File: src/hw/rtl/ultrasonic_range_averager_core_macros.svh
// ----------------------------------------------------------------------------
// Assertion macros for the ultrasonic range averager
// Shorthand for the concurrent checks used at the end of the core and ring modules.
// ----------------------------------------------------------------------------
`ifndef ULTRASONIC_RANGE_AVERAGER_CORE_MACROS_SVH
`define ULTRASONIC_RANGE_AVERAGER_CORE_MACROS_SVH

// Condition must hold at every clock edge outside reset.
`define URAV_ASSERT_ALWAYS(label, clk, rst, cond, msg) \
   label: assert property (@(posedge clk) disable iff (rst) (cond)) else $error(msg);

// Consequent must hold in the same cycle as the antecedent.
`define URAV_ASSERT_IMPLY(label, clk, rst, ante, cons, msg) \
   label: assert property (@(posedge clk) disable iff (rst) (ante) |-> (cons)) \
      else $error(msg);

// Consequent must hold in the cycle after the antecedent.
`define URAV_ASSERT_NEXT(label, clk, rst, ante, cons, msg) \
   label: assert property (@(posedge clk) disable iff (rst) (ante) |=> (cons)) \
      else $error(msg);

`endif

File: src/hw/rtl/urav_pkg.sv
// ----------------------------------------------------------------------------
// Ultrasonic range averager package
// Shared types, register indexes and ranging constants.
// ----------------------------------------------------------------------------
`default_nettype none

package urav_pkg;

   localparam int CSR_INDEX_W = 3;
   localparam int CSR_DATA_W  = 16;
   localparam int DIST_W      = 13;

   localparam logic [CSR_INDEX_W-1:0] CSR_PRE_LOW_TICKS  = 3'd0;
   localparam logic [CSR_INDEX_W-1:0] CSR_HIGH_TICKS     = 3'd1;
   localparam logic [CSR_INDEX_W-1:0] CSR_POST_LOW_TICKS = 3'd2;
   localparam logic [CSR_INDEX_W-1:0] CSR_MAX_ECHO_TICKS = 3'd3;
   localparam logic [CSR_INDEX_W-1:0] CSR_WARMUP_VALUE   = 3'd4;

   // Distance in 1/16 cm is ticks * 17827 / 65536, about 16 / 58.82.
   localparam int                DIST_MUL_W = 15;
   localparam logic [14:0]       DIST_MUL   = 15'd17827;
   localparam int                DIST_SHIFT = 16;
   localparam logic [DIST_W-1:0] DIST_MAX   = 13'd6399;

   typedef struct packed {
      logic [7:0]        pre_low_ticks;
      logic [7:0]        high_ticks;
      logic [7:0]        post_low_ticks;
      logic [15:0]       max_echo_ticks;
      logic [DIST_W-1:0] warmup_value;
   } cfg_type;

   localparam cfg_type CFG_RESET = '{
      pre_low_ticks:  8'd20,
      high_ticks:     8'd10,
      post_low_ticks: 8'd20,
      max_echo_ticks: 16'd23528,
      warmup_value:   13'd1600
   };

   typedef struct packed {
      logic trig;
      logic busy;
   } seq_status_type;

   typedef struct packed {
      logic              done;
      logic              in_range;
      logic [DIST_W-1:0] distance;
   } meas_type;

endpackage

`default_nettype wire

File: src/hw/rtl/ultrasonic_range_averager_core.sv
// A result beat is registered and appears on rsp in the cycle after its request beat is accepted.
// One beat per cycle while rsp is not stalled; each tick passes the sequencer and ring update once.
// A stalled result is held in the output register while the next beat waits upstream.
// Reset (synchronous) idles the sequencer, clears the ring at once through per-entry
// valid bits and loads the register defaults; there is no clearing pass.
// ----------------------------------------------------------------------------
// Ultrasonic range averager core
// Trigger generation, echo timing and a moving average of the measured distance,
// one request beat per microsecond tick.
// ----------------------------------------------------------------------------
`default_nettype none
`include "ultrasonic_range_averager_core_macros.svh"

module ultrasonic_range_averager_core #(
   parameter int RING_DEPTH = 10,
   parameter int TICK_BITS  = 16
) (
   input  wire logic                             clock,
   input  wire logic                             reset,

   input  wire logic                             csr_wr_en,
   input  wire logic [urav_pkg::CSR_INDEX_W-1:0] csr_index,
   input  wire logic [urav_pkg::CSR_DATA_W-1:0]  csr_wdata,

   input  wire logic                             req_valid,
   output logic                                  req_stall,
   input  wire logic                             req_start_req,
   input  wire logic                             req_echo,

   output logic                                  rsp_valid,
   input  wire logic                             rsp_stall,
   output logic                                  rsp_trig,
   output logic                                  rsp_busy_res,
   output logic                                  rsp_done_res,
   output logic                                  rsp_in_range,
   output logic [urav_pkg::DIST_W-1:0]           rsp_distance_q4,
   output logic [urav_pkg::DIST_W-1:0]           rsp_average_q4
);
   import urav_pkg::*;

   cfg_type        cfg_ff, cfg_in;
   seq_status_type status;
   meas_type       meas;
   logic           req_accept;
   logic           rsp_valid_ff, rsp_valid_in;
   logic           rsp_trig_ff, rsp_busy_ff, rsp_done_ff, rsp_in_range_ff;

   always_comb begin
      cfg_in = cfg_ff;
      if (csr_wr_en) begin
         unique case (csr_index)
            CSR_PRE_LOW_TICKS:  cfg_in.pre_low_ticks  = csr_wdata[7:0];
            CSR_HIGH_TICKS:     cfg_in.high_ticks     = csr_wdata[7:0];
            CSR_POST_LOW_TICKS: cfg_in.post_low_ticks = csr_wdata[7:0];
            CSR_MAX_ECHO_TICKS: cfg_in.max_echo_ticks = csr_wdata[15:0];
            CSR_WARMUP_VALUE:   cfg_in.warmup_value   = csr_wdata[DIST_W-1:0];
            default: begin
            end
         endcase
      end
   end

   assign req_stall  = rsp_valid_ff && rsp_stall;
   assign req_accept = req_valid && !req_stall;

   always_comb begin
      rsp_valid_in = rsp_valid_ff;
      if (req_accept) begin
         rsp_valid_in = 1'b1;
      end else if (!rsp_stall) begin
         rsp_valid_in = 1'b0;
      end
   end

   urav_seq #(
      .TICK_BITS (TICK_BITS)
   ) u_seq (
      .clock         (clock),
      .reset         (reset),
      .advance       (req_accept),
      .start_req     (req_start_req),
      .echo          (req_echo),
      .cfg           (cfg_ff),
      .status        (status),
      .meas          (meas),
      .last_distance (rsp_distance_q4)
   );

   urav_ring #(
      .RING_DEPTH (RING_DEPTH)
   ) u_ring (
      .clock        (clock),
      .reset        (reset),
      .meas         (meas),
      .warmup_value (cfg_ff.warmup_value),
      .average      (rsp_average_q4)
   );

   always_ff @(posedge clock) begin
      if (reset) begin
         cfg_ff       <= CFG_RESET;
         rsp_valid_ff <= 1'b0;
      end else begin
         cfg_ff       <= cfg_in;
         rsp_valid_ff <= rsp_valid_in;
      end
   end

   always_ff @(posedge clock) begin
      if (req_accept) begin
         rsp_trig_ff     <= status.trig;
         rsp_busy_ff     <= status.busy;
         rsp_done_ff     <= meas.done;
         rsp_in_range_ff <= meas.done && meas.in_range;
      end
   end

   assign rsp_valid    = rsp_valid_ff;
   assign rsp_trig     = rsp_trig_ff;
   assign rsp_busy_res = rsp_busy_ff;
   assign rsp_done_res = rsp_done_ff;
   assign rsp_in_range = rsp_in_range_ff;

   `URAV_ASSERT_IMPLY(a_done_busy, clock, reset, rsp_valid_ff && rsp_done_ff, rsp_busy_ff, "Measurement completed outside a busy tick.")
   `URAV_ASSERT_IMPLY(a_range_done, clock, reset, rsp_valid_ff && rsp_in_range_ff, rsp_done_ff, "Range flag raised without a completed measurement.")
   `URAV_ASSERT_IMPLY(a_trig_busy, clock, reset, rsp_valid_ff && rsp_trig_ff, rsp_busy_ff && !rsp_done_ff, "Trigger driven outside the pulse phase.")

endmodule

`default_nettype wire

File: src/hw/rtl/urav_dist.sv
// ----------------------------------------------------------------------------
// Echo length to distance converter
// Scales an echo tick count to 1/16 cm and saturates at the range limit.
// ----------------------------------------------------------------------------
`default_nettype none

module urav_dist #(
   parameter int TICK_BITS = 16
) (
   input  wire logic [TICK_BITS-1:0]      ticks,
   output logic [urav_pkg::DIST_W-1:0]    distance
);
   import urav_pkg::*;

   localparam int PROD_W = TICK_BITS + DIST_MUL_W;
   localparam int QUOT_W = PROD_W - DIST_SHIFT;
   localparam int CMP_W  = (QUOT_W > DIST_W) ? QUOT_W : DIST_W;

   logic [PROD_W-1:0] product;
   logic [QUOT_W-1:0] quotient;

   always_comb begin
      product  = PROD_W'(ticks) * PROD_W'(DIST_MUL);
      quotient = product[PROD_W-1:DIST_SHIFT];
      if (CMP_W'(quotient) > CMP_W'(DIST_MAX)) begin
         distance = DIST_MAX;
      end else begin
         distance = DIST_W'(quotient);
      end
   end

endmodule

`default_nettype wire

File: src/hw/rtl/urav_seq.sv
// ----------------------------------------------------------------------------
// Trigger and echo sequencer
// Steps through the trigger phases, times the echo and reports each completed
// measurement with its distance and range check.
// ----------------------------------------------------------------------------
`default_nettype none

module urav_seq #(
   parameter int TICK_BITS = 16
) (
   input  wire logic                        clock,
   input  wire logic                        reset,
   input  wire logic                        advance,
   input  wire logic                        start_req,
   input  wire logic                        echo,
   input  wire urav_pkg::cfg_type           cfg,
   output urav_pkg::seq_status_type         status,
   output urav_pkg::meas_type               meas,
   output logic [urav_pkg::DIST_W-1:0]      last_distance
);
   import urav_pkg::*;

   localparam logic [2:0] PH_IDLE = 3'd0;
   localparam logic [2:0] PH_PRE  = 3'd1;
   localparam logic [2:0] PH_HIGH = 3'd2;
   localparam logic [2:0] PH_POST = 3'd3;
   localparam logic [2:0] PH_WAIT = 3'd4;
   localparam logic [2:0] PH_MEAS = 3'd5;

   localparam int                   CMP_W    = (TICK_BITS > 16) ? TICK_BITS : 16;
   localparam logic [TICK_BITS-1:0] TICK_MAX = '1;

   logic [2:0]           phase_ff, phase_in;
   logic [TICK_BITS-1:0] tick_ff, tick_in;
   logic [DIST_W-1:0]    last_dist_ff, last_dist_in;
   logic [TICK_BITS:0]   tick_inc;
   logic [7:0]           phase_len;
   logic [2:0]           phase_succ;
   logic [DIST_W-1:0]    distance;
   logic                 done;

   function automatic logic [2:0] skip_empty(input logic [2:0] p, input cfg_type c);
      logic [2:0] r;
      r = p;
      if (r == PH_PRE && c.pre_low_ticks == 8'd0) begin
         r = PH_HIGH;
      end
      if (r == PH_HIGH && c.high_ticks == 8'd0) begin
         r = PH_POST;
      end
      if (r == PH_POST && c.post_low_ticks == 8'd0) begin
         r = PH_WAIT;
      end
      return r;
   endfunction

   urav_dist #(
      .TICK_BITS (TICK_BITS)
   ) u_dist (
      .ticks    (tick_ff),
      .distance (distance)
   );

   always_comb begin
      tick_inc   = {1'b0, tick_ff} + 1'b1;
      phase_succ = phase_ff + 3'd1;
      unique case (phase_ff)
         PH_PRE:  phase_len = cfg.pre_low_ticks;
         PH_HIGH: phase_len = cfg.high_ticks;
         default: phase_len = cfg.post_low_ticks;
      endcase

      phase_in     = phase_ff;
      tick_in      = tick_ff;
      last_dist_in = last_dist_ff;
      done         = 1'b0;

      unique case (phase_ff)
         PH_IDLE: begin
            if (start_req) begin
               phase_in = skip_empty(PH_PRE, cfg);
               tick_in  = '0;
            end
         end
         PH_PRE, PH_HIGH, PH_POST: begin
            tick_in = tick_inc[TICK_BITS-1:0];
            if (tick_inc >= (TICK_BITS+1)'(phase_len)) begin
               phase_in = skip_empty(phase_succ, cfg);
               tick_in  = '0;
            end
         end
         PH_WAIT: begin
            if (echo) begin
               phase_in = PH_MEAS;
               tick_in  = TICK_BITS'(1);
            end
         end
         PH_MEAS: begin
            if (echo) begin
               if (tick_ff != TICK_MAX) begin
                  tick_in = tick_inc[TICK_BITS-1:0];
               end
            end else begin
               done         = 1'b1;
               last_dist_in = distance;
               phase_in     = PH_IDLE;
               tick_in      = '0;
            end
         end
         default: begin
            phase_in = PH_IDLE;
            tick_in  = '0;
         end
      endcase

      status.trig   = (phase_ff == PH_HIGH);
      status.busy   = (phase_ff != PH_IDLE);
      meas.done     = advance && done;
      meas.in_range = CMP_W'(tick_ff) < CMP_W'(cfg.max_echo_ticks);
      meas.distance = distance;
   end

   always_ff @(posedge clock) begin
      if (reset) begin
         phase_ff     <= PH_IDLE;
         tick_ff      <= '0;
         last_dist_ff <= '0;
      end else if (advance) begin
         phase_ff     <= phase_in;
         tick_ff      <= tick_in;
         last_dist_ff <= last_dist_in;
      end
   end

   assign last_distance = last_dist_ff;

endmodule

`default_nettype wire

File: src/hw/rtl/urav_ring.sv
// ----------------------------------------------------------------------------
// Distance ring and running average
// Keeps the last in-range distances, their running sum and the attempt count;
// gives warmup_value until depth attempts, then the sum divided by the depth.
// ----------------------------------------------------------------------------
`default_nettype none
`include "ultrasonic_range_averager_core_macros.svh"

module urav_ring #(
   parameter int RING_DEPTH = 10
) (
   input  wire logic                        clock,
   input  wire logic                        reset,
   input  wire urav_pkg::meas_type          meas,
   input  wire logic [urav_pkg::DIST_W-1:0] warmup_value,
   output logic [urav_pkg::DIST_W-1:0]      average
);
   import urav_pkg::*;

   localparam int SLOT_W = $clog2(RING_DEPTH);
   localparam int ATT_W  = $clog2(RING_DEPTH + 1);
   localparam int SUM_W  = DIST_W + $clog2(RING_DEPTH);

   // Reciprocal of the depth, exact for every sum below 2**SUM_W.
   localparam int              RECIP_SHIFT = SUM_W + $clog2(RING_DEPTH);
   localparam int              RECIP_W     = SUM_W + 2;
   localparam longint unsigned RECIP_L     =
      ((64'd1 << RECIP_SHIFT) + 64'(RING_DEPTH) - 64'd1) / 64'(RING_DEPTH);
   localparam logic [RECIP_W-1:0] RECIP    = RECIP_W'(RECIP_L);
   localparam int              PROD_W      = SUM_W + RECIP_W;

   localparam logic [SLOT_W-1:0] SLOT_LAST = SLOT_W'(RING_DEPTH - 1);
   localparam logic [ATT_W-1:0]  ATT_FULL  = ATT_W'(RING_DEPTH);
   localparam logic [SUM_W-1:0]  SUM_MAX   = SUM_W'(RING_DEPTH * 6399);

   logic [DIST_W-1:0]     ring_mem [RING_DEPTH];
   logic [RING_DEPTH-1:0] valid_ff;
   logic [DIST_W-1:0]     rd_data_ff;
   logic                  rd_valid_ff;
   logic [SLOT_W-1:0]     slot_ff, slot_in;
   logic [ATT_W-1:0]      attempts_ff, attempts_in;
   logic [SUM_W-1:0]      sum_ff, sum_in;
   logic [DIST_W-1:0]     old_entry;
   logic                  store;
   logic [PROD_W-1:0]     product;
   logic [DIST_W-1:0]     warmup_sat;

   always_comb begin
      store       = meas.done && meas.in_range;
      old_entry   = rd_valid_ff ? rd_data_ff : '0;
      sum_in      = sum_ff - SUM_W'(old_entry) + SUM_W'(meas.distance);
      slot_in     = (slot_ff == SLOT_LAST) ? '0 : slot_ff + 1'b1;
      attempts_in = (attempts_ff == ATT_FULL) ? attempts_ff : attempts_ff + 1'b1;

      warmup_sat = (warmup_value > DIST_MAX) ? DIST_MAX : warmup_value;
      product    = PROD_W'(sum_ff) * PROD_W'(RECIP);
      if (attempts_ff != ATT_FULL) begin
         average = warmup_sat;
      end else begin
         average = product[RECIP_SHIFT +: DIST_W];
      end
   end

   // The slot read is prefetched; a new slot settles well before the next
   // measurement can complete.
   always_ff @(posedge clock) begin
      rd_data_ff <= ring_mem[slot_ff];
      if (store) begin
         ring_mem[slot_ff] <= meas.distance;
      end
   end

   always_ff @(posedge clock) begin
      if (reset) begin
         valid_ff    <= '0;
         rd_valid_ff <= 1'b0;
         slot_ff     <= '0;
         attempts_ff <= '0;
         sum_ff      <= '0;
      end else begin
         rd_valid_ff <= valid_ff[slot_ff];
         if (store) begin
            valid_ff[slot_ff] <= 1'b1;
            sum_ff            <= sum_in;
         end
         if (meas.done) begin
            slot_ff     <= slot_in;
            attempts_ff <= attempts_in;
         end
      end
   end

   `URAV_ASSERT_NEXT(a_done_spaced, clock, reset, meas.done, !meas.done, "Measurements completed in consecutive cycles.")
   `URAV_ASSERT_ALWAYS(a_sum_bound, clock, reset, sum_ff <= SUM_MAX, "Ring sum exceeds the largest possible total.")
   `URAV_ASSERT_ALWAYS(a_slot_bound, clock, reset, slot_ff <= SLOT_LAST, "Write slot is outside the ring.")
   `URAV_ASSERT_ALWAYS(a_attempts_bound, clock, reset, attempts_ff <= ATT_FULL, "Attempt count passed the ring depth.")

endmodule

`default_nettype wire
File: config.mk
export PLATFORM = sky130hd
export DESIGN_NAME = ultrasonic_range_averager_core
export DESIGN_NICKNAME = d
export VERILOG_FILES = /design/src/hw/rtl/urav_pkg.sv /design/src/hw/rtl/ultrasonic_range_averager_core.sv /design/src/hw/rtl/urav_dist.sv /design/src/hw/rtl/urav_seq.sv /design/src/hw/rtl/urav_ring.sv
export VERILOG_INCLUDE_DIRS = /design/src /design/src/hw/rtl
export SDC_FILE = /design/constraint.sdc
export NUM_CORES = 1
export LEC_CHECK = 0
export BUFFER_PORTS_ARGS = -buffer_cell sky130_fd_sc_hd__buf_4
export CELL_PAD_IN_SITES_DETAIL_PLACEMENT = 1
export CELL_PAD_IN_SITES_GLOBAL_PLACEMENT = 1
export CORE_MARGIN = 1
export CORE_UTILIZATION = 45
export CTS_CLUSTER_SIZE = 25
export DETAILED_ROUTE_END_ITERATION = 7
export GPL_ROUTABILITY_DRIVEN = 0
export GPL_TIMING_DRIVEN = 0
export PLACE_DENSITY = 0.82
export REMOVE_ABC_BUFFERS = 1
export SLEW_MARGIN = 20
export SYNTH_ARGS = -nofsm -noshare
export SYNTH_HDL_FRONTEND = slang
export SYNTH_SLANG_ARGS = --single-unit
File: constraint.sdc
create_clock -name clock -period 12 [get_ports clock]
set_clock_uncertainty 0.05 [all_clocks]
set_input_delay 1.8 -clock clock [delete_from_list [all_inputs] [get_ports clock]]
set_output_delay 1.8 -clock clock [all_outputs]
set_load 0.02 [all_outputs]
== Word-level counts from Yosys, hierarchy flattened ==
Memories as Yosys holds them, arrays and structs flattened. A register that Yosys moved wholly into a read port is not among the register bits.
Index checks and enable logic that the tools add are counted.

* Bits in registers: 126
* Memories kept: 1
* Word-level logic and storage cells: 128
* RAM bits: 130
* Output and inout bits: 32

{| class="wikitable"
|+ Memory list
! memory !! words !! bits a word !! rd ports !! clocked after memory_dff !! write ports !! line !! source
|-
| u_ring.ring_mem || 10 || 13 || 1 || 1 || 1 || urav_ring.sv:36 || <nowiki>logic [DIST_W-1:0] ring_mem [RING_DEPTH];</nowiki>
|}

* Bitwise gates (word level): 3
* Equal/unequal tests: 24
* Multiplexer cells: 41
* Multiply operators: 2
* Reduce and logical (&&, ||, !) cells: 27
* $add $sub $neg: 6
* Order comparisons: 6

{| class="wikitable"
|+ Operators with widths
! cell !! count
|-
| 16-bit two-way mux || 5
|-
| 16-bit case mux with 4 select lines || 1
|-
| 13-bit two-way mux || 4
|-
| 3-bit two-way mux || 17
|-
| 17-bit by 16-bit multiplier with 32-bit output (second input constant) || 1
|-
| 16-bit by 15-bit multiplier with 31-bit output (second input constant) || 1
|-
| 3-bit by 2-bit equality test with 1-bit output (second input constant) || 8
|-
| 8-bit zero test || 3
|-
| 16-bit by 1-bit adder with 17-bit output (second input constant) || 1
|-
| 17-bit by 13-bit adder with 17-bit output || 1
|-
| 17-bit by 8-bit greater-or-equal comparator with 1-bit output || 1
|-
| 17-bit by 13-bit subtractor with 17-bit output || 1
|-
| 16-bit < comparator || 1
|-
| 16-bit != test (second input constant) || 1
|-
| 8-bit case mux with 2 select lines || 1
|-
| 15-bit by 13-bit greater-than comparator with 1-bit output (second input constant) || 1
|-
| 13-bit greater-than comparator (second input constant) || 1
|-
| 3-bit case mux with 4 select lines || 1
|-
| 2-bit AND reduction || 6
|-
| 1-bit logical AND || 10
|-
| 10-bit bitwise OR || 1
|-
| 3-bit by 1-bit equality test with 1-bit output (second input constant) || 3
|-
| 3-bit equality test (second input constant) || 3
|-
| 4-bit by 1-bit adder with 4-bit output (second input constant) || 2
|-
| other kinds (21) || 34
|}

== Logic depth before layout (Yosys ltp) ==
Gate-level depths: netlist of the first run.

* Depth in word-level cells: 16
* Depth in mapped cells: 34
* Mapped depth without buffers: 34

== Cells and area by module ==
A second synthesis of the first run with hierarchy kept.

* Cell total of the unflattened synthesis: 2168
* Area, all modules: 22093.7 um^2

{| class="wikitable"
|+ By module, submodules not included
! module !! instances !! cells an instance !! area an instance (um^2)
|-
| urav_ring || 1 || 1144 || 12919.9
|-
| urav_dist || 1 || 434 || 4046.4
|-
| urav_seq || 1 || 368 || 2768.9
|-
| ultrasonic_range_averager_core || 1 || 222 || 2358.5
|}

== Worst setup path before layout of the first run ==
No wires, ideal clock.

* Path kind: register to register
* From: register u_seq.tick_ff[10]
* To: register u_ring.sum_ff[16]
* Data required time: 11.833 ns
* Path slack: 3.943 ns
* Clock period less this slack: 8.057 ns
* Library setup time: 0.117 ns
* Arrival: 7.889 ns
* Stages on the path, launching flop included: 33
* Cells stage by stage: dfxtp_1 > ha_1 > ha_1 > inv_1 > fa_1 > fa_1 > inv_1 > fa_1 > inv_1 > fa_1 > inv_1 > ha_1 > a41oi_1 > o21ai_0 > a221oi_2 > o221ai_2 > a31oi_1 > o21bai_1 > xor2_1 > nand3_2 > and3_1 > fa_1 > inv_1 > fa_1 > a21oi_1 > nor2_1 > o31ai_1 > a21oi_1 > a311o_1 > and3_1 > nor4_1 > nor3_1 > a32o_1

* Cells in the longest elaborated chain, start to end: 4
* Elaborated cells on any way between the ends: 6
* Those cells by class: add/sub (1); mul (1); order compare (2); mux (1); reduce/logical (1)

{| class="wikitable"
|+ RTL lines
! what !! line !! source
|-
| from (decl) || urav_seq.sv:34 || <nowiki>logic [TICK_BITS-1:0] tick_ff, tick_in;</nowiki>
|-
| from (signal assigned) || urav_seq.sv:130 || <nowiki>tick_ff <= tick_in;</nowiki>
|-
| 16-bit by 15-bit multiplier with 31-bit output || urav_dist.sv:23 || <nowiki>product = PROD_W'(ticks) * PROD_W'(DIST_MUL);</nowiki>
|-
| 15-bit by 13-bit greater-than comparator with 1-bit output || urav_dist.sv:25 || <nowiki>if (CMP_W'(quotient) > CMP_W'(DIST_MAX)) begin</nowiki>
|-
| 13-bit two-way mux || urav_dist.sv:25 ||
|-
| 17-bit by 13-bit adder with 17-bit output || urav_ring.sv:51 || <nowiki>sum_in = sum_ff - SUM_W'(old_entry) + SUM_W'(meas.distance);</nowiki>
|-
| to (signal assigned) || urav_ring.sv:84 || <nowiki>sum_ff <= sum_in;</nowiki>
|-
| to (decl) || urav_ring.sv:42 || <nowiki>logic [SUM_W-1:0] sum_ff, sum_in;</nowiki>
|}

Several ways; a longest one is shown, not always the timed one.
A chain may end at the register's enable or synchronous reset.

== Worst setup path in the final report of the first run ==
Ends and elaborated chain as after synthesis.

==> results of run 1 <==
[per-stage QoR]
step                      total power [mW]  setup WS [ps]  cells
after global placement                1.08           2040   2544
after floorplan                       1.04           3620   1887
after global routing                  2.00           1470   2604
after CTS                             1.96           2070   2604
final                                 1.95           2000   2604
after detailed placement              1.09           2270   2552
[cell type report]
type,instances,share of cell area
Clock buffer,41,0.0381
Clock inverter,11,0.00414
Inverter,299,0.0496
Multi-Input combinational cell,1319,0.555
Sequential cell,269,0.297
Tap cell,600,0.0331
Timing Repair Buffer,65,0.0232
[cell usage after synthesis (all sizes together) (36+ instances only)]
cell type,count,share of area
clkbuf,40,0.0073
inv,297,0.054
ha,300,0.18
fa,155,0.15
a21oi,116,0.028
nand2,134,0.025
mux2i,36,0.017
nor2,92,0.017
edfxtp,134,0.20
dfxtp,135,0.13
nand3,40,0.010
o21ai,47,0.011
xnor2,39,0.017
[layer usage]
metal,part of all wire,GRT usage,wire length [µm]
met1,0.41,0.304,23500
met2,0.52,0.449,29500
met3,0.041,0.0320,2300
met4,0.024,0.0746,1360
met5,0,0,0
[kinds of logic after synthesis]
group,count (synthesis)
buf+inv,350
compound gates,322
fa+ha+maj,455
flops,269
simple gates,411
mux,64
xor+xnor,67
[final timing paths]
kind | start | to | slack, ps | cells after the start
max | u_seq.tick_ff[10] | u_ring.sum_ff[16] | 2000 | 32
min reg2reg | cfg_ff[17] | cfg_ff[17] | 410 | 2
min | cfg_ff[17] | cfg_ff[17] | 410 | 2
max reg2reg | u_seq.tick_ff[10] | u_ring.sum_ff[16] | 2000 | 32
[power groups by stage]
stage	logic, mW	clock network [mW]	registers (mW)
after floorplan	0.0553	0	0.988
after global placement	0.0933	0	0.988
after detailed placement	0.0981	0	0.988
after CTS	0.0994	0.893	0.968
after global routing	0.109	0.924	0.969
final	0.100	0.881	0.968
[registers in the layout (all words and copies together), names as in the netlist, 3 cells and up]
signal               cells
u_ring.ring_mem        130
cfg_ff                  53
u_ring.sum_ff           17
u_seq.tick_ff           16
u_ring.rd_data_ff       13
u_seq.last_distance     13
u_ring.valid_ff         10
u_ring.attempts_ff       4
u_ring.slot_ff           4
u_seq.phase_ff           3
[worst register-to-register path: cells and delay by family, from the launching register on]
family          cells  cell delay [ps]
compound gates     11             2950
xor+xnor            1              410
fa+ha+maj           9             4130
buf+inv             5              330
flops               1              640
simple gates        6             1410
==> metrics.md, run 1 <==
| Metric | Value |
|---|---|
| Commonest non-fill, non-tap cells in the layout | `ha_1, inv_1, fa_1` |
| Hold Path Class | `reg -> reg` |
| CP max stage cell | `dfxtp_1` |
| Maxcap violations | `0` |
| Antenna Nets Post-Route | `0` |
| Setup Fix Bufs, Post-CTS | `0` |
| Slowest Stage Delay on Critical Path | `~640 ps` |
| CP delay by family, top | `adder cells` |
| Final period utilization | `0.834` |
| DR pass1 iterations | `5` |
| Setup TNS | `0 ps` |
| P&R area growth vs syn | `10.0%` |
| Design Area, Final | `approximately 23000 µm²` |
| Most common cell after layout, fill and taps aside | `ha_1` |
| CTS tree | `built` |
| Syn Inst Count | `a little under 2000` |
| Primary FF master, synth | `dfxtp_1` |
| Vias per cell | `5.70` |
| Clk sinks | `269` |
| Avg Synthesized Cell Area | `roughly 11 µm²` |
| Asr flop ratio synth | `0` |
| Crit-path max FO | `19` |
| FP Rows | `between 70 and 80` |
| Root Driver | `clkbuf_16` |
| DIE HEIGHT | `roughly 220 µm` |
| Overflow after GRT | `0` |
| Final setup viols | `0` |
| FF/Latch Area | `6730 µm²` |
| Post-Synth XOR/XNOR Area | `0.0285` |
| Critical Path End Type | `flip-flop` |
| DR WL/cell | `~22 µm` |
| Area share of fa/ha/maj cells after synthesis | `0.333` |
| ANT cells | `0` |
| Core Box Area | `45300 µm²` |
| Footprint of the multi-input gates | `approximately 13000 µm²` |
| Initial antenna violation count | `0` |
| Hold buffers post-CTS | `0` |
| Mux contribution to synthesized area | `0.0481` |
| Resized Gates After CTS | `0` |
| Post-synth EDFFs | `roughly 130` |
| Largest net degree at the start of global routing | `90` |
| Detailed placement HPWL | `around 43000 µm` |
| CTS Buf Count | `28` |
| Clock Latency Late Sink | `~570 ps` |
| Die X-Extent | `216 µm` |
| CP arrival | `~10000 ps` |
| Final Net Count | `~2500` |
| Vias in the first global route | `approximately 17000` |
| Initial core utilization | `0.455` |
| Worst hold slack | `between 400 and 500 ps` |
| Sequential share of power | `0.497` |
| I/O Buffers | `57` |
| Total number of vias | `approximately 15000` |
| Post-DP Area | `21700 µm²` |
| Share of post-route cells with drive strength above 1 | `0.0883` |
| Max-slew violations | `0` |
| RSZ-0062 raised after global routing | `no` |
| Syn. warnings | `0` |
| Pwr/cell area | `roughly 86 nW/µm²` |
| Worst vdd rail ir drop | `between 0.00007 and 0.00008 V` |
| Period minus WS final | `10000 ps` |
| Slew HR | `0.186` |
| Required @ worst endpoint | `12410 ps` |
| Drt drc | `0` |
| Crit path kind | `reg -> reg` |
| Clock tree buffer depth | `3` |
| Worst-Margin Slew | `roughly 1200 ps` |
| Clock Power Share | `0.452` |
| Final Routed Wirelength | `~57000 µm` |
| Core Util, Final | `0.501` |
| Clock slew seen by the registers of the worst setup and hold paths | `approximately 60 ps` |
| Outcome | `completed` |
| Largest family of logic cells by synthesized area | `adder cells` |
| Synth Area in Compound Gates | `0.103` |
| Int Power | `~1.5 mW` |
| Detailed router's first-iteration violation count | `a little under 800` |
| Buf/Inv on CP | `5` |
| Cell variety after synth | `81` |
| Die area | `46700 µm²` |
| Psw | `about 0.45 mW` |
| FMAX | `between 0.09 and 0.1 GHz` |
| Register bit count reported by yosys | `roughly 270` |
| Boundary pin count | `58` |
| First-pass GRT wire length | `90800 µm` |
| Final hold violations | `0` |
| Logic gate share of total power | `0.051` |
| Clock H-tree levels | `1` |
| Syn Std Cell Area | `20600 µm²` |
| Net Sw Frac | `0.229` |
| FILL cells | `just under 5000` |
| Synth Area in Simple Gates | `0.0973` |
| Worst setup SP type | `flip-flop` |
| Tot GR Track Use | `0.247` |
| Sequential fraction of the synthesis area | `0.326` |
| Leak Pwr | `11.0 nW` |
| Crit path top cell by count | `fa_1` |
No activity file was read; power rests on OpenSTA's default activity.
==> run 2, diff against run 1 <==
--- a/config.mk
+++ b/config.mk
@@ -6,6 +6,7 @@
 export SDC_FILE = /design/constraint.sdc
 export NUM_CORES = 1
 export LEC_CHECK = 0
+export ABC_AREA = 1
 export BUFFER_PORTS_ARGS = -buffer_cell sky130_fd_sc_hd__buf_4
 export CELL_PAD_IN_SITES_DETAIL_PLACEMENT = 1
 export CELL_PAD_IN_SITES_GLOBAL_PLACEMENT = 1
@@ -15,7 +16,7 @@
 export DETAILED_ROUTE_END_ITERATION = 7
 export GPL_ROUTABILITY_DRIVEN = 0
 export GPL_TIMING_DRIVEN = 0
-export PLACE_DENSITY = 0.82
+export PLACE_DENSITY = 0.84
 export REMOVE_ABC_BUFFERS = 1
 export SLEW_MARGIN = 20
 export SYNTH_ARGS = -nofsm -noshare
==> constraint.sdc (replaced) <==
create_clock -name clock -period 9.75 [get_ports clock]
set_clock_uncertainty 0.05 [all_clocks]
set_input_delay 1.4625 -clock clock [delete_from_list [all_inputs] [get_ports clock]]
set_output_delay 1.4625 -clock clock [all_outputs]
set_load 0.02 [all_outputs]
==> metrics.md, run 2 <==
| Metric | Value |
|---|---|
| Commonest cells post-synth | `inv_1, nand2_1, ha_1` |
| CTS tree | `built` |
| Resized Gates After CTS | `0 (unchanged)` |
| Vias per cell | `5.67 (-0.56%)` |
| DR WL/cell | `21.5 µm (-1.1%)` |
| Asr flop ratio synth | `0 (unchanged)` |
| Footprint of the multi-input gates | `12900 µm² (+2.7%)` |
| CP arrival | `8970 ps (-1450 ps)` |
| DIE HEIGHT | `221 µm (+2.5%)` |
| Most common cell after layout, fill and taps aside | `inv_1` |
| Cell variety after synth | `51 (-37%)` |
| Clock H-tree levels | `1 (unchanged)` |
| ANT cells | `0 (unchanged)` |
| Final hold violations | `0 (unchanged)` |
| Cell taking the most area after synthesis | `edfxtp_1` |
| FMAX | `0.116 GHz (+16%)` |
| Net Sw Frac | `0.229 (-0.000718)` |
| Max-slew violations | `0 (unchanged)` |
| Largest net degree at the start of global routing | `54 (-40%)` |
| Setup Fix Bufs, Post-CTS | `0 (unchanged)` |
| Clock Latency Late Sink | `590 ps (+20 ps)` |
| Crit-path max FO | `14 (-5)` |
| Post-DP Area | `22700 µm² (+4.5%)` |
| Slowest Stage Delay on Critical Path | `630 ps (about the same)` |
| I/O Buffers | `57 (unchanged)` |
| Die area | `49000 µm² (+5.0%)` |
| Initial core utilization | `0.455 (-0.000754)` |
| Die X-Extent | `221 µm (+2.5%)` |
| Clock slew seen by the registers of the worst setup and hold paths | `60 ps (about the same)` |
| Tot GR Track Use | `0.281 (+0.0336)` |
| Setup TNS | `0 ps (unchanged)` |
| Initial antenna violation count | `0 (unchanged)` |
| CTS Buf Count | `30 (+7.1%)` |
| Overflow after GRT | `0 (unchanged)` |
| Logic gate share of total power | `0.036 (-0.015)` |
| Share of post-route cells with drive strength above 1 | `0.0629 (-0.0254)` |
| Outcome | `completed` |
| Final period utilization | `0.881 (+0.0475)` |
| Design Area, Final | `23700 µm² (+4.5%)` |
| FILL cells | `5617 (+13%)` |
| Detailed router's first-iteration violation count | `1208 (+57%)` |
| Psw | `0.555 mW (+24%)` |
| Total number of vias | `17900 (+21%)` |
| Sequential fraction of the synthesis area | `0.311 (-0.0157)` |
| Boundary pin count | `58 (unchanged)` |
| Sequential share of power | `0.490 (-0.007)` |
| Primary FF master, synth | `dfxtp_1` |
| Pwr/cell area | `102 nW/µm² (+19%)` |
| P&R area growth vs syn | `9.45%` |
| Setup Slack @ Placement | `1330 ps (-935 ps)` |
| DR pass1 iterations | `5 (unchanged)` |
| Syn Std Cell Area | `21700 µm² (+5.0%)` |
| Vias in the first global route | `19900 (+19%)` |
| Top-count cell post-synth | `inv_1` |
| CP max stage cell | `dfxtp_1` |
| Syn Inst Count | `2476 (+28%)` |
| Clk sinks | `269 (unchanged)` |
| Regs by FF count | `u_ring.ring_mem (130), cfg_ff (53), u_ring.sum_ff (17)` |
| RSZ-0062 raised after global routing | `no` |
| Worst setup SP type | `flip-flop` |
| First-pass GRT wire length | `108000 µm (+19%)` |
| Biggest register | `u_ring.ring_mem` |
| FF/Latch Area | `6730 µm² (-0.11%)` |
| Top cells by area in the synthesized netlist | `edfxtp_1, ha_1, fa_1, dfxtp_1, inv_1` |
| Setup slack after layout | `1160 ps (-837 ps)` |
| Crit path kind | `reg -> reg` |
| Hold buffers post-CTS | `0 (unchanged)` |
| Post-synth EDFFs | `134 (unchanged)` |
| Final Power | `2.43 mW (+25%)` |
| Area share of the largest cell type after synthesis | `0.186 (-0.00937)` |
| Clock Power Share | `0.473 (+0.021)` |
| Final Net Count | `3001 (+22%)` |
| Detailed placement HPWL | `51400 µm (+19%)` |
| Maxcap violations | `0 (unchanged)` |
| Worst-Margin Slew | `1100 ps (-111 ps)` |
| FP Rows | `80 (+2.6%)` |
| Required @ worst endpoint | `10130 ps (-2280 ps)` |
| Avg Synthesized Cell Area | `8.75 µm² (-18%)` |
| Slew HR | `0.261 (+0.0748)` |
| Drt drc | `0 (unchanged)` |
| Period minus WS final | `8590 ps (-1410 ps)` |
| Final setup viols | `0 (unchanged)` |
| R2R setup slack | `1160 ps (-840 ps)` |
| Hold Path Class | `reg -> reg` |
| Critical Path End Type | `flip-flop` |
| Core Box Area | `47600 µm² (+5.2%)` |
| Worst vdd rail ir drop | `0.000145 V (+86%)` |
| Max reg flops | `130 (unchanged)` |
| Root Driver | `clkbuf_16` |
| Syn. warnings | `0 (unchanged)` |
| Final Routed Wirelength | `67900 µm (+20%)` |
| Int Power | `1.87 mW (+25%)` |
| Antenna Nets Post-Route | `0 (unchanged)` |
| Commonest non-fill, non-tap cells in the layout | `inv_1, nand2_1, ha_1` |
| Register bit count reported by yosys | `269 (unchanged)` |
| Leak Pwr | `12.1 nW (+9.7%)` |
| Clock tree buffer depth | `3 (unchanged)` |
==> run 2: cell types whose count changed in the layout (fill, tap and decap cells not counted), sizes merged, moves of 36 or more <==
| cell | delta |
|---|---|
| a21oi | +78 |
| a22oi | +45 |
| inv | +176 |
| mux2i | -36 |
| nand2 | +253 |
| nand3 | +56 |
| nor2 | +95 |
| o21ai | +71 |
==> run 2: layout make-up <==
type,count,share of cell area
inverter,477,0.0756
multi-input combinational,1682,0.546
timing repair buffer,60,0.0204
clock inverter,16,0.00691
tap,615,0.0325
sequential,269,0.284
clock buffer,39,0.0352
==> run 2: cells by family after synthesis <==
group,Yosys count,synth area share
AOI/OAI and AO/OA,429,0.112
xor gates and xnor gates,45,0.0182
buffers and inverters,525,0.0928
adders and majority gates,455,0.317
DFF,269,0.311
and+or+nand+nor,753,0.150
==> run 2: layer usage <==
metal | vias to the layer above | routed length (µm) | part of all wire | global-route usage
met3 | 160 | 2890 | 0.043 | 0.0288
met4 | 0 | 2550 | 0.038 | 0.107
met2 | 500 | 35000 | 0.52 | 0.512
met1 | 9022 | 27500 | 0.40 | 0.340
met5 | - | 0 | 0 | 0
li1 | 8224 | - | - | -
==> run 2: power by group through the flow <==
stage / sequential [mW] / clock (mW) / combinational (mW)
floorplan: 1.21 / 0 / 0.0439
global placement: 1.21 / 0 / 0.0807
detailed placement: 1.21 / 0 / 0.0856
CTS: 1.19 / 1.16 / 0.0872
global route: 1.19 / 1.20 / 0.0962
finish: 1.19 / 1.15 / 0.0879
==> run 2: final timing paths <==
path                          start           endpoint  depth (start not counted)
setup / recovery  u_seq.tick_ff[13]  u_ring.sum_ff[16]                         34
hold / removal           cfg_ff[13]         cfg_ff[13]                          2
setup reg to reg  u_seq.tick_ff[13]  u_ring.sum_ff[16]                         34
hold reg to reg          cfg_ff[13]         cfg_ff[13]                          2
==> run 2: worst max-delay path, delay by kind of cell, from the launching register on <==
| family | cells | cell delay (ps) |
|---|---|---|
| adder cells (fa/ha/maj) | 9 | 4090 |
| AND/OR/NAND/NOR | 13 | 2020 |
| AO/OA/AOI/OAI | 4 | 930 |
| flip-flops | 1 | 630 |
| buffers and inverters | 7 | 570 |
| XOR/XNOR | 1 | 150 |
==> run 2: through the flow <==
| step | instances | utilization | hold WS [ps] |
|---|---|---|---|
| 6_report | 3158 | 0.498 | 411 |
| 3_5_place_dp | 3102 | 0.476 | 413 |
| 3_3_place_gp | 3100 | 0.475 | 391 |
| 5_1_grt | 3158 | 0.498 | 437 |
| 2_1_floorplan | 2428 | - | 376 |
| 4_1_cts | 3157 | 0.497 | 411 |
